--- src/sv/fswp_pkg.sv ---
// Shared types, constants and the arctangent table of the wrapped-phase pipeline.
`default_nettype none

package fswp_pkg;

  // Number of CORDIC iterations, one pipeline stage each.
  localparam int CORDIC_STEPS = 30;

  // Register stages ahead of the CORDIC: differences, shift search, normalising shift.
  localparam int FRONT_STAGES = 3;

  // Total register stages from input to the output register.
  localparam int STAGES = FRONT_STAGES + CORDIC_STEPS + 1;

  // The larger magnitude is normalised into [2^NORM_TOP, 2^(NORM_TOP+1)).
  localparam int NORM_TOP = 40;

  // Width of the CORDIC vector datapath; covers the gain and the sign.
  localparam int WORK_BITS = 45;

  // Width of the normalising shift amount.
  localparam int SHIFT_BITS = 6;

  // Angle accumulator width, in units of 2pi / 2^32, signed.
  localparam int ANGLE_BITS = 33;

  // Placed angles on the 2^32 turn.
  localparam logic [ANGLE_BITS-1:0] ANGLE_FULL = 33'h1_0000_0000;
  localparam logic [ANGLE_BITS-1:0] ANGLE_HALF = 33'h0_8000_0000;

  // Upper clamp of the first-quadrant angle (a quarter turn).
  localparam int QUAD_BITS = 31;
  localparam logic [QUAD_BITS-1:0] QUAD_MAX = 31'h4000_0000;

  typedef logic signed [WORK_BITS-1:0]  work_t;
  typedef logic signed [ANGLE_BITS-1:0] angle_t;
  typedef logic [SHIFT_BITS-1:0]        shift_t;

  // Quadrant and special-case flags that travel with each beat.
  typedef struct packed {
    logic x_zero;
    logic y_zero;
    logic x_neg;
    logic y_neg;
  } ctrl_t;

  // atan(2^-idx) in units of 2pi / 2^32.
  function automatic logic [31:0] arc_angle(input int idx);
    logic [31:0] value;
    unique case (idx)
      0:       value = 32'd536870912;
      1:       value = 32'd316933406;
      2:       value = 32'd167458907;
      3:       value = 32'd85004756;
      4:       value = 32'd42667331;
      5:       value = 32'd21354465;
      6:       value = 32'd10679838;
      7:       value = 32'd5340245;
      8:       value = 32'd2670163;
      9:       value = 32'd1335087;
      10:      value = 32'd667544;
      11:      value = 32'd333772;
      12:      value = 32'd166886;
      13:      value = 32'd83443;
      14:      value = 32'd41722;
      15:      value = 32'd20861;
      16:      value = 32'd10430;
      17:      value = 32'd5215;
      18:      value = 32'd2608;
      19:      value = 32'd1304;
      20:      value = 32'd652;
      21:      value = 32'd326;
      22:      value = 32'd163;
      23:      value = 32'd81;
      24:      value = 32'd41;
      25:      value = 32'd20;
      26:      value = 32'd10;
      27:      value = 32'd5;
      28:      value = 32'd3;
      29:      value = 32'd1;
      default: value = 32'd0;
    endcase
    return value;
  endfunction

endpackage

`default_nettype wire

--- src/sv/fswp_front.sv ---
// Front stages: differences and magnitudes, shift search, and normalisation.
`default_nettype none

module fswp_front #(
  parameter int SAMPLE_BITS = 16
) (
  input  wire logic                                   clk,
  input  wire logic                                   rst,
  input  wire logic [fswp_pkg::FRONT_STAGES-1:0]      en,
  input  wire logic                                   valid_in,
  input  wire logic signed [SAMPLE_BITS-1:0]          sample_a,
  input  wire logic signed [SAMPLE_BITS-1:0]          sample_b,
  input  wire logic signed [SAMPLE_BITS-1:0]          sample_c,
  input  wire logic signed [SAMPLE_BITS-1:0]          sample_d,
  output logic [fswp_pkg::FRONT_STAGES-1:0]           valid,
  output fswp_pkg::work_t                             x0,
  output fswp_pkg::work_t                             y0,
  output fswp_pkg::ctrl_t                             ctrl
);

  localparam int DIFF_BITS = SAMPLE_BITS + 1;

  logic signed [DIFF_BITS-1:0] diff_x;
  logic signed [DIFF_BITS-1:0] diff_y;
  logic [DIFF_BITS-1:0]        mag_x;
  logic [DIFF_BITS-1:0]        mag_y;
  fswp_pkg::ctrl_t             ctrl_a;

  logic [DIFF_BITS-1:0]        a_mag_x;
  logic [DIFF_BITS-1:0]        a_mag_y;
  fswp_pkg::ctrl_t             a_ctrl;

  logic [DIFF_BITS-1:0]        big;
  fswp_pkg::shift_t            msb;
  fswp_pkg::shift_t            shift_next;

  logic [DIFF_BITS-1:0]        b_mag_x;
  logic [DIFF_BITS-1:0]        b_mag_y;
  fswp_pkg::shift_t            b_shift;
  fswp_pkg::ctrl_t             b_ctrl;

  logic [fswp_pkg::WORK_BITS-1:0] ext_x;
  logic [fswp_pkg::WORK_BITS-1:0] ext_y;

  // Exact differences, their magnitudes and the quadrant flags.
  always_comb begin
    diff_x        = DIFF_BITS'(sample_a) - DIFF_BITS'(sample_c);
    diff_y        = DIFF_BITS'(sample_d) - DIFF_BITS'(sample_b);
    mag_x         = diff_x[DIFF_BITS-1] ? DIFF_BITS'(-diff_x) : DIFF_BITS'(diff_x);
    mag_y         = diff_y[DIFF_BITS-1] ? DIFF_BITS'(-diff_y) : DIFF_BITS'(diff_y);
    ctrl_a.x_zero = (diff_x == '0);
    ctrl_a.y_zero = (diff_y == '0);
    ctrl_a.x_neg  = diff_x[DIFF_BITS-1];
    ctrl_a.y_neg  = diff_y[DIFF_BITS-1];
  end

  // Leading-one search on the larger magnitude gives the normalising shift.
  always_comb begin
    big = (a_mag_x > a_mag_y) ? a_mag_x : a_mag_y;
    msb = '0;
    for (int i = 0; i < DIFF_BITS; i++) begin
      if (big[i]) begin
        msb = fswp_pkg::SHIFT_BITS'(i);
      end
    end
    shift_next = fswp_pkg::SHIFT_BITS'(fswp_pkg::NORM_TOP) - msb;
  end

  // Zero-extend the magnitudes into the datapath width before shifting.
  always_comb begin
    ext_x = fswp_pkg::WORK_BITS'(b_mag_x);
    ext_y = fswp_pkg::WORK_BITS'(b_mag_y);
  end

  // Valid bits follow their beats through the three stages.
  always_ff @(posedge clk) begin
    if (rst) begin
      valid <= '0;
    end else begin
      if (en[0]) begin
        valid[0] <= valid_in;
      end
      if (en[1]) begin
        valid[1] <= valid[0];
      end
      if (en[2]) begin
        valid[2] <= valid[1];
      end
    end
  end

  // Payload registers of the three stages.
  always_ff @(posedge clk) begin
    if (en[0]) begin
      a_mag_x <= mag_x;
      a_mag_y <= mag_y;
      a_ctrl  <= ctrl_a;
    end
    if (en[1]) begin
      b_mag_x <= a_mag_x;
      b_mag_y <= a_mag_y;
      b_shift <= shift_next;
      b_ctrl  <= a_ctrl;
    end
    if (en[2]) begin
      x0   <= ext_x << b_shift;
      y0   <= ext_y << b_shift;
      ctrl <= b_ctrl;
    end
  end

endmodule

`default_nettype wire

--- config.mk ---
export PLATFORM = sky130hd
export DESIGN_NAME = fswp_front
export DESIGN_NICKNAME = d
export VERILOG_FILES = /design/src/sv/fswp_pkg.sv /design/src/sv/fswp_front.sv
export SDC_FILE = /design/constraint.sdc
export NUM_CORES = 1
export LEC_CHECK = 0
export BUFFER_PORTS_ARGS = -buffer_cell sky130_fd_sc_hd__buf_2
export CAP_MARGIN = 20
export CORE_ASPECT_RATIO = 1.5
export CORE_MARGIN = 2
export CORE_UTILIZATION = 50
export DETAILED_ROUTE_END_ITERATION = 7
export PLACE_DENSITY_LB_ADDON = 0.1
export SYNTH_ARGS = -nofsm -noshare
export SYNTH_HDL_FRONTEND = slang
export SYNTH_SLANG_ARGS = --single-unit
export TNS_END_PERCENT = 5
--- constraint.sdc ---
create_clock -name clk -period 4.2 [get_ports clk]
set_input_delay 0.63 -clock clk [delete_from_list [all_inputs] [get_ports clk]]
set_output_delay 0.63 -clock clk [all_outputs]
set_load 0.005 [all_outputs]
==> results of run 1 <==
==> metal layers <==
| metal | share of wire | vias to the layer above |
|---|---|---|
| met2 | 0.54 | 266 |
| li1 | - | 4193 |
| met3 | 0.040 | 59 |
| met1 | 0.38 | 3894 |
| met4 | 0.041 | 0 |
| met5 | 0 | - |
==> layout make-up <==
class / instances / area (um^2) / area share
clock buffer: 20 / 436.7 / 0.03472
clock inverter: 11 / 113.9 / 0.009054
inverter: 77 / 289.0 / 0.02298
multi-input combinational: 761 / 5077 / 0.4037
sequential: 179 / 5345 / 0.4250
tap: 272 / 340.3 / 0.02706
timing repair buffer: 183 / 973.4 / 0.07741
==> stage by stage <==
step,std cells,hold slack [ns],area [um^2],power [mW]
floorplan,1068,0.4003,10920,4.348
global placement,1472,0.4017,12030,5.084
detailed placement,1472,0.4045,12030,5.115
CTS,1503,0.3779,12580,6.607
global route,1503,0.3804,12580,6.996
finish,1503,0.3870,12580,6.598
==> registers in the layout, summed over array words and instances (netlist names) <==
| register | count |
|---|---|
| x0 | 45 |
| y0 | 45 |
| a_mag_x | 17 |
| a_mag_y | 17 |
| b_mag_x | 17 |
| b_mag_y | 17 |
| b_shift | 6 |
| a_ctrl | 4 |
| b_ctrl | 4 |
| ctrl | 4 |
| valid | 3 |
==> worst max path at each step <==
stage | slack, ns | to | cells past startpoint | startpoint
2_1_floorplan | 0.74 | a_mag_x[16] | 15 | sample_a[0]
3_3_place_gp | 0.30 | a_mag_x[16] | 15 | sample_a[0]
3_5_place_dp | 0.26 | a_mag_x[16] | 15 | sample_a[0]
4_1_cts | 0.72 | a_mag_x[16] | 15 | sample_a[0]
5_1_grt | 0.54 | a_mag_x[16] | 16 | sample_a[0]
6_report | 0.75 | a_mag_x[16] | 16 | sample_a[0]
==> power by group <==
| part | switching [mW] | leakage [nW] | internal (mW) |
|---|---|---|---|
| Combinational | 1.49 | 3.19 | 1.00 |
| Clock | 0.637 | 0.261 | 0.865 |
| Sequential | 0.224 | 1.78 | 2.38 |
==> logic make-up after synthesis <==
group                    after synthesis  share of synthesized area
multiplexers                          50                    0.05681
adder cells (fa/ha/maj)               56                    0.06551
AND/OR/NAND/NOR                      340                     0.1436
AO/OA/AOI/OAI                        262                     0.1563
buffers and inverters                128                    0.04593
XOR/XNOR                              53                    0.04249
flip-flops                           179                     0.4893
==> layout by cell type (no fill, tap or decap), types with 17 or more instances in the layout <==
master,n
nor3_1,21
buf_4,17
clkbuf_16,17
nor2_1,127
a21oi_1,64
xnor2_1,34
nor2b_1,19
buf_2,165
a211oi_1,24
nand2_1,90
o22ai_1,26
ha_1,54
o21ai_0,50
xor2_1,19
a31oi_1,17
mux2i_1,35
inv_1,73
edfxtp_1,176
==> worst max-delay path, delay by kind of cell <==
kind            cells  cell delay (ns)
compound gates      4             1.17
fa+ha+maj           3             0.80
simple gates        5             0.73
buf+inv             3             0.18
xor+xnor            1             0.11
==> reports/metrics.cfg, run 1 <==
[synth]
yosys_warnings=0
synth-seq-cells=179
synth.top_cell.area_share=0.4838
synth.top_cells.by_area=edfxtp_1, ha_1, nor2_1, mux2i_1, nand2_1
synthTopCellsByCount=edfxtp_1, nor2_1, nand2_1
synth_seq_area_share=0.4893
synth.avg_cell_area_um2=10.23
syn_area_um2=10920
synth_edf_count=176
synth_ff_type=edfxtp_1
ys_async_sr_fraction=0
yosysMostFrequentCell=edfxtp_1
synthCells=1068
synth_nets=1194
yosys.area.top_type=edfxtp_1
synth_cell_types=68

[final_layout]
fill_cells=1938
final_util=0.5835
area_growth_pct=15.12
finalNetCount=1345
drive_gt1_frac=0.2006
antenna_cells=0

[die]
ios=167
die_y_um=185.0
dieArea_um2=23070
core_area_um2=21550
start_util=0.5069
chipWidth_um=124.7
rows=66

[place]
dpl.hpwl_um=19010
io_buffers=166
gp_congestion=0.9422
post-place-ws_ns=0.2649

[clocking]
cts.repair.resized=0
tritoncts=yes
cts.sinks=179
ctsHoldBuffers=0
numCtsBuffers=17
clk_latency_ns=0.43
cts_setup_buffers=0
cts_root_buffer=clkbuf_16
cts_max_path_buffers=2
htreeDepth=4
path_clk_slew_ns=0.06

[pwr]
p_leak_nw=5.231
p_per_area_nw_per_um2=524.7
peakVddDrop_uv=352.7

[min_path]
hp-class=primary input to flip-flop
hold_depth=2
hp-start=rst
min_to=valid[2]

[routing]
drcViolationCount=0
wire_per_inst_um=16.20
drt.antenna.violating_nets=0
detail_route.first_pass.iterations=5
wl_um=24350
drt_iter0_drc=647
viasPerCell=5.597
num_vias=8412

[setup_path]
slowest_delay_ns=0.61
cp_slowest_cell=a2111oi_0
critical_path_class=primary input to flip-flop
cp-end-kind=flip-flop
reg2regPathDepth=12
cp.arrival_ns=3.64
path_max_fanout=3
reg2reg_to=b_shift[4]
reg2reg_slack_ns=0.87
startpoint_type=primary input
required_ns=4.38
r2r_start=a_mag_y[16]
cp_cell_sequence=buf_2 > inv_1 > ha_1 > inv_1 > fa_1 > a21o_1 > a2111oi_0 > o21ai_1 > a21oi_1 > xnor2_1 > nand4bb_1 > nor2_1 > nand2_1 > nor3_1 > ha_1 > and2_1

[timing]
layout_setup_ws_ns=0.7469
setup_viol=0
drv_slew=0
worst_pin_slew_ns=1.063
tns_ns=0
clock_skew_ns=0.009107
final_hold_viol_count=0
rsz0062_at_grt=no
period_minus_slack_ns=3.453
max_slew_margin=0.2885
period_share=0.8222
max_clock_freq_mhz=289.6

[global_routing]
grt_pass1_wl_um=38220
grt_use_met3=0.02975
antenna_found_initial=0
grt_max_degree=96
grt_overflow=0
grt_pass1_vias=7720
met1_usage=0.2183
grtUsageTotal=0.2074
grt_busiest_layer=met2
grt_use_met2=0.3978

[job]
drv_cap=0

[status]
outcome=finished clean

No activity file was read; power rests on OpenSTA's default activity.
==> inputs of run 2 (changes only) <==
- clock period: 4.2 -> 2.9 ns (I/O delays scaled with it)
==> run 2 against run 1 <==
- die area unchanged
- the run now ends with setup timing left
- critical path type unchanged
- highest routed layer unchanged
- sequential cell count unchanged
- largest power group is now combinational cells
- clock skew about the same
- total power increased by 50%
- cell count increased by 8.3%
- worst setup slack got worse by 0.76 ns
- worst hold slack got worse by 0.19 ns
- clock power increased by 34%
- utilization increased by 5.0 points
- cell area increased by 8.5%
- via count increased by 5.6%
==> reports/metrics.cfg, run 2 (synthesis gave the netlist of run 1 again) <==
[clocking]
clk_latency_ns=0.43
cts_root_buffer=clkbuf_16
cts_max_path_buffers=2
path_clk_slew_ns=0.06
htreeDepth=4
cts.sinks=179
numCtsBuffers=17
tritoncts=yes
ctsHoldBuffers=0

[die]
rows=66
die_y_um=185.0
chipWidth_um=124.7
start_util=0.5069
core_area_um2=21550
dieArea_um2=23070
ios=167

[final_layout]
drive_gt1_frac=0.2906
final_common_cell=edfxtp_1
finalNetCount=1469
final_util=0.6331
antenna_cells=0
fill_cells=1812
largestRegisters=x0 x45, y0 x45
area_growth_pct=24.90
fin_area_um2=13640
layout_common_cells=edfxtp_1, buf_2, buf_4

[setup_path]
r2r_start=a_mag_x[6]
cp.arrival_ns=3.09
path_max_fanout=3
reg2regPathDepth=11
cp-startpoint=sample_d[0]
reg2reg_to=b_shift[4]
cp-end-kind=flip-flop
endpoint=a_mag_y[16]
reg2reg_slack_ns=0.09
startpoint_type=primary input
required_ns=3.08
critical_path_class=primary input to flip-flop

[place]
io_buffers=166
post-place-ws_ns=-0.6415
gp_congestion=0.9652
dpl.hpwl_um=20540
placed_area_um2=12980

[timing]
tns_ns=-0.009221
layout_setup_ws_ns=-0.009221
clock_skew_ns=0.009090
period_share=1.003
drv_slew=0
max_clock_freq_mhz=343.7
worst_pin_slew_ns=1.019
final_hold_viol_count=0
hold_ws_ns=0.1940
rsz0062_at_grt=yes
period_minus_slack_ns=2.909
setup_viol=1
max_slew_margin=0.3208

[routing]
detail_route.first_pass.iterations=5
num_vias=8881
wire_per_inst_um=15.86
drt_iter0_drc=533
drt.antenna.violating_nets=0
wl_um=25820
viasPerCell=5.455
drcViolationCount=0

[job]
drv_cap=0

[min_path]
hp-class=primary input to flip-flop
hp-start=rst

[global_routing]
antenna_found_initial=0
grt_pass1_wl_um=40850
grt_pass1_vias=8578
grt_overflow=0
grtUsageTotal=0.2226
grt_max_degree=46

[pwr]
p_per_area_nw_per_um2=725.8
peakVddDrop_uv=586.5
p_leak_nw=5.843

[status]
violations=setup timing
outcome=finished, violations left

run 2: area by class of cell:
class                      instances  area [um^2]  area share
timing repair buffer             307         1948      0.1428
clock inverter                     6        35.03    0.002568
inverter                          77        291.5     0.02137
multi-input combinational        761         5215      0.3822
sequential                       179         5345      0.3917
clock buffer                      26        469.2     0.03439
tap                              272        340.3     0.02494
run 2: worst min path at each step:
stage                           end  slack [ns]  cells after the start
after global routing       valid[0]        0.18                      2
after floorplan           b_ctrl[0]        0.40                      0
final                      valid[1]        0.19                      2
after detailed placement  b_ctrl[0]        0.40                      0
after global placement    b_ctrl[2]        0.40                      0
after CTS                  valid[1]        0.18                      2
run 2: worst max-delay path, stage by stage:
cell and delay, ns:
buf_2 0.10, inv_1 0.04, ha_1 0.15, inv_1 0.05, fa_2 0.33, a21o_1 0.20, a22o_1 0.19, o311a_1 0.30
o21ai_2 0.14, a21oi_1 0.10, o21a_1 0.21, or2_2 0.31, nand3_1 0.08, nor2_1 0.04, ha_1 0.26, and2_1 0.14
run 2: per-stage QoR:
step	std cells	power [mW]
6_report	1628	9.903
3_3_place_gp	1593	7.787
5_1_grt	1628	10.52
3_5_place_dp	1593	7.852
4_1_cts	1625	9.864
2_1_floorplan	1068	6.301
run 2: per-layer routing:
metal,vias up,GRT usage,routed length (um)
met4,0,0.1533,1596
li1,4450,-,-
met2,248,0.4284,14040
met3,75,0.03351,886
met1,4108,0.2169,9292
met5,-,0,0
run 2: timing repair:
| action | in CTS | in global routing |
|---|---|---|
| gates cloned | 0 | 0 |
| gates resized for setup | 4 | 27 |
| setup buffers | 0 | 3 |
| pin swaps | 0 | 18 |
| endpoints found under the setup margin | 4 | 28 |
run 2: where the power goes:
part / internal [mW] / leakage (nW) / switching, mW
registers: 3.45 / 1.78 / 0.221
logic: 1.83 / 3.83 / 2.39
clock network: 1.11 / 0.242 / 0.899
==> inputs of run 3 (changes only) <==
- clock period: 2.9 -> 2.4 ns (I/O delays scaled with it)
==> run 3 against run 2 <==
- the run still ends with setup timing left
- die area unchanged
- first-iteration DRC count shrank 2.3%
- cell area up 7.4%
- largest power group unchanged
- highest routed layer unchanged
- non-clock buffer count increased by 73
- routed wire length up 4.4%
- sequential power rose by 20%
- clock power up 36%
- worst hold slack got worse by 0.069 ns
==> reports/metrics.cfg, run 3 (synthesis gave the netlist of run 1 again) <==
[place]
io_buffers=166
place_inst=1655
gp_congestion=0.9161
post-place-ws_ns=-1.122
dpl.hpwl_um=21150

[clocking]
cts_max_path_buffers=2
clk_latency_ns=0.43
numCtsBuffers=17
ctsHoldBuffers=0
cts_root_buffer=clkbuf_16
htreeDepth=4
cts.sinks=179
path_clk_slew_ns=0.06
tritoncts=yes

[setup_path]
cp.arrival_ns=3.07
crit_buf_inv=3
critical_path_class=primary input to flip-flop
cp-end-kind=flip-flop
path_common_cell=ha_4
slowest_delay_ns=0.33
startpoint_type=primary input
cp_slowest_cell=fa_2
required_ns=2.59
cp_cell_sequence=buf_2 > inv_12 > ha_4 > inv_2 > fa_2 > a21o_1 > a22o_1 > o311a_1 > o21ai_2 > nor2b_2 > xor2_1 > and3_1 > nand3_1 > nor2_2 > ha_4 > and2_1
critical-path-top-delay-family=compound AO/OA/AOI/OAI gates
path_max_fanout=3

[global_routing]
grt_pass1_wl_um=43100
grt_overflow=0
grt_max_degree=49
grt_pass1_vias=9129
grtUsageTotal=0.2334
antenna_found_initial=0

[pwr]
seq_power_share=0.339
power.switching_mw=4.515
clkPwrFrac=0.210
p_per_area_nw_per_um2=888.5
combPwrFrac=0.451
p_leak_nw=6.299
p_sw_frac=0.3469
peakVddDrop_uv=664.8
internal_power_mw=8.501
total_power_mw=13.02

[die]
rows=66
chipWidth_um=124.7
start_util=0.5069
core_area_um2=21550
ios=167
dieArea_um2=23070
die_y_um=185.0

[routing]
drcViolationCount=0
detail_route.first_pass.iterations=5
num_vias=9349
wire_per_inst_um=15.84
viasPerCell=5.496
drt.antenna.violating_nets=0
wl_um=26940
drt_iter0_drc=521

[timing]
clock_skew_ns=0.005492
period_share=1.200
layout_setup_ws_ns=-0.4788
final_hold_viol_count=0
drv_slew=0
setup_viol=39
period_minus_slack_ns=2.879
max_clock_freq_mhz=347.4
worst_pin_slew_ns=0.8448
rsz0062_at_grt=yes
max_slew_margin=0.4368

[final_layout]
finalNetCount=1542
final_common_cell=buf_4
final_cells=1701
layout_common_cells=buf_4, edfxtp_1, buf_2
fill_cells=1727
drive_gt1_frac=0.3618
area_growth_pct=34.09
largestRegisters=x0 x45, y0 x45
antenna_cells=0

[status]
violations=setup timing
outcome=finished, violations left

[job]
drv_cap=0

[min_path]
hp-class=primary input to flip-flop

## run 3: final cells by class
class                   count  area (um^2)  share of cell area
clock inverters            10        133.9            0.009140
well taps                 272        340.3             0.02323
repair buffers            380         2494              0.1702
flip-flops and latches    179         5345              0.3649
clock buffers              22        444.2             0.03032
inverters                  77        304.0             0.02076
multi-input cells         761         5587              0.3814
## run 3: per-layer routing
| layer | global-route usage | part of all wire |
|---|---|---|
| met1 | 0.2261 | 0.35 |
| met2 | 0.4691 | 0.57 |
| met3 | 0.02975 | 0.034 |
| met4 | 0.1312 | 0.047 |
| met5 | 0 | 0 |
## run 3: path summary, 6_finish.rpt
check | start | to | slack, ns | cells past startpoint
max | sample_d[0] | a_mag_y[16] | -0.48 | 16
min | rst | valid[1] | 0.12 | 2
max reg2reg | a_mag_x[11] | b_shift[2] | -0.31 | 10
min reg2reg | a_ctrl[3] | b_ctrl[3] | 0.42 | 0
## run 3: power groups by stage
stage          clock (mW)  sequential, mW  combinational (mW)
2_1_floorplan           0            4.48                3.14
3_3_place_gp            0            4.46                5.34
3_5_place_dp            0            4.48                5.41
4_1_cts              2.76            4.42                5.69
5_1_grt              2.89            4.47                6.44
6_report             2.73            4.41                5.87
## run 3: what timing repair did
action                     in CTS  in global routing
setup endpoints to repair      42                 54
gates resized for setup        66                 39
setup buffers                  12                  2
gates cloned                    0                  0
pin swaps                      29                 28
## run 3: metrics by stage
step | utilization | hold slack [ns] | area (um^2) | TNS, ns
6_report | 0.6796 | 0.1249 | 14650 | -10.24
5_1_grt | 0.6796 | 0.1097 | 14650 | -15.23
4_1_cts | 0.6697 | 0.1088 | 14430 | -10.46
3_5_place_dp | 0.6251 | 0.4063 | 13470 | -31.20
3_3_place_gp | 0.6251 | 0.4020 | 13470 | -28.90
2_1_floorplan | - | 0.4003 | 10990 | -16.86
